**config.mk**
```make
export PLATFORM = sky130hd
export DESIGN_NAME = toc_ram
export DESIGN_NICKNAME = d
export VERILOG_FILES = /design/src/design/toc_ram.sv
export SDC_FILE = /design/constraint.sdc
export NUM_CORES = 1
export LEC_CHECK = 0
export BUFFER_PORTS_ARGS = -buffer_cell sky130_fd_sc_hd__buf_2
export CAP_MARGIN = 20
export CORE_MARGIN = 10
export CORE_UTILIZATION = 35
export CTS_CLUSTER_DIAMETER = 150
export DETAILED_ROUTE_END_ITERATION = 8
export PLACE_DENSITY_LB_ADDON = 0.15
export SLEW_MARGIN = 20
export SYNTH_ARGS = -nofsm -noshare
export SYNTH_HDL_FRONTEND = slang
export SYNTH_SLANG_ARGS = --single-unit
```
**constraint.sdc**
```tcl
create_clock -name clk -period 2.2 [get_ports clk]
set_input_delay 0.22 -clock clk [delete_from_list [all_inputs] [get_ports clk]]
set_output_delay 0.22 -clock clk [all_outputs]
set_load 0.02 [all_outputs]
```
**src/design/toc_ram.sv**
```systemverilog
`timescale 1ns / 1ps
// Generic single-write, single-read RAM with registered read data.
// Depends on nothing.
module toc_ram #(
    parameter int WIDTH = 8,
    parameter int DEPTH = 16
) (
    input  logic                     clk,
    input  logic                     we,
    input  logic [$clog2(DEPTH)-1:0] waddr,
    input  logic [WIDTH-1:0]         wdata,
    input  logic [$clog2(DEPTH)-1:0] raddr,
    output logic [WIDTH-1:0]         rdata
);

    logic [WIDTH-1:0] mem [DEPTH];

    always_ff @(posedge clk)
    begin
        if (we)
        begin
            mem[waddr] <= wdata;
        end
        rdata <= mem[raddr];
    end

endmodule

```
==> metrics.txt <==
status=finished, final reports clean; Die Ht=141.3 um; fin util=43.02%; Pwr Total=6.059 mW; Final Critical Period=1.426 ns; period utilisation layout=64.80%; Hold Crit Class=input port to register; worst-path maximum fanout=19; post-synth top area cell=edfxtp_1; post-synthesis sequential area ratio=77.78%; DR top layer=met4; CTS tree=yes; peak supply drop=0.5655 mV; hold_buf cts=0; setup TNS=0 ns; DP Area=0.005627 sq mm; Cells after Synth=229; Ports=26; CTS sink cnt=136; most frequent cells in the layout=edfxtp_1 (128), buf_2 (25), buf_4 (20); fin. max-slew vios=0; Post-Syn Area per Cell=22.48 sq um; RSZ-0062 raised after global routing=no; Yosys reg bits=136; Routed WL=11040 um; pin count of the biggest net entering global routing=21; CTS Buf Count=17; HPWL Detailed=7049 um; # DRC=0; Synth-to-Final Area Change=21.00%; Reg clk slew, reported paths=0.06 ns; Final ANT Viol Nets=0; Arr. time, crit path=1.72 ns; global-route wire length before repair=16670 um; CTS HTree Levels=4; maximum buffer depth of the clock tree=2; DR pass1 iterations=4; Crit path top cell by count=buf_12; Worst EP required=2.49 ns; startpoint types=input port; Die X=141.3 um; Synth cell types=19; Inst Count DP=451; Final setup viols=0; met3 WL=733 um; Placer Congestion=0.7359; Buf/Inv on CP=3; relative slew slack=69.36%; Total GRT Usage=11.71%; Crit path max-delay family=buffers and inverters; DR iter-0 viols=198; max frequency=701.5 MHz; Filler cells=1287; M1 WL=5045 um; Setup crit end kind=register; initial antenna violation count=0; via count=2391; area fraction of the dominant cell type after synthesis=74.67%; wire per inst=22.87 um; most common cell after layout, fill and taps aside=edfxtp_1; final hold violation count=0; Port Buffers=25; share of cells above drive strength 1=33.11%; Nets=304; CTS Root Cell=clkbuf_16; max incr delay on CP=0.55 ns; row cnt=44; power density over the cells=972.8 mW/mm^2; Layout Cells excl Fill=483; Resized cells post-CTS=0; Antenna Cells=0; total grt overflow=0; crit path cell chain=buf_2, buf_12, buf_12, mux4_1, a22oi_1, nand2_1; Worst Tran Pin Value=0.4596 ns; CP max stage cell=mux4_1; clk_lat worst skew=0.41 ns; Via density=4.950; WS Path Type=input port to register; via count of the first global-routing pass=2638; top cells by area, synth=edfxtp_1 (75%), mux4_2 (7.9%), mux4_1 (7.1%); area of the core=0.01448 sq mm; maximum capacitance violations=0; Synth Cell Area=0.005147 sq mm; postcts setup bufs=0; Setup Skew=0.007454 ns; syn_nets=247; die area=0.01996 sq mm; Final Cell Area=0.006228 sq mm; met2 WL=5188 um; YS warnings=0; Initial Util=35.55%; Lkg Pwr=2.118 nW
[state kept, by name (all words and copies together), names as in the netlist]
register and flops:
mem 128, rdata 8
[power breakdown]
group          total, mW  internal [mW]  switching [mW]  leakage (nW)
Sequential          2.92           2.90          0.0181          1.22
Clock               2.84           1.78            1.06         0.289
Combinational      0.301          0.124           0.178         0.605
Total               6.06           4.80            1.26          2.12
[kinds of logic (layout without fill, tap and decap cells)]
group	count (synthesis)	in the layout	synth area share (%)
AOI/OAI and AO/OA	16	16	2.334
buffers and inverters	10	80	1.677
DFF	136	136	77.78
muxes	32	32	15.02
and+or+nand+nor	35	35	3.184
[path summary, 6_finish.rpt]
path	startpoint	end	slack [ns]	cells past startpoint
worst min-delay path	wdata[3]	mem[9][3]$_DFFE_PP_	0.20	1
worst max register to register	mem[3][6]$_DFFE_PP_	rdata[6]$_DFF_P_	0.82	3
worst max-delay path	raddr[0]	rdata[1]$_DFF_P_	0.77	6
worst min register to register	mem[15][5]$_DFFE_PP_	rdata[5]$_DFF_P_	0.67	3
[worst reg2reg max path: cells and delay by family, from the launching register on]
family	cells	cell delay, ns
mux	1	0.47
flops	1	0.37
compound gates	1	0.26
simple gates	1	0.14
[routing by layer]
metal / global-route usage [%] / vias to the layer above
met3: 4.873 / 5
met4: 3.587 / 0
li1: - / 1090
met2: 17.26 / 72
met1: 15.40 / 1224
met5: 0 / -
[stage by stage]
| stage | hold slack (ns) | setup slack (ns) |
|---|---|---|
| floorplan | 0.3189 | 0.4871 |
| global placement | 0.6154 | 0.3281 |
| detailed placement | 0.6276 | 0.3302 |
| CTS | 0.1773 | 0.7696 |
| global route | 0.1899 | 0.6529 |
| finish | 0.1999 | 0.7744 |
[cell type report]
class,instances,area (sq um),share of cell area [%]
clock buffer,17,425.4,6.830
clock inverter,15,176.4,2.832
multi-input combinational,83,1057,16.97
sequential,136,4004,64.28
tap,184,230.2,3.696
timing repair buffer,48,335.3,5.384
[cell usage after synthesis, drive strengths merged]
library cell and instances:
edfxtp 128, dfxtp 8, and2b 1, nor3 4, nand2b 2, clkdlybuf4s25 3
a22oi 16, nor2 13, nand3b 2, buf 7, nand2 9, and2 1
mux4 32, nand3 1, or3b 1, nor2b 1
Power figures use the tool's default switching activity.
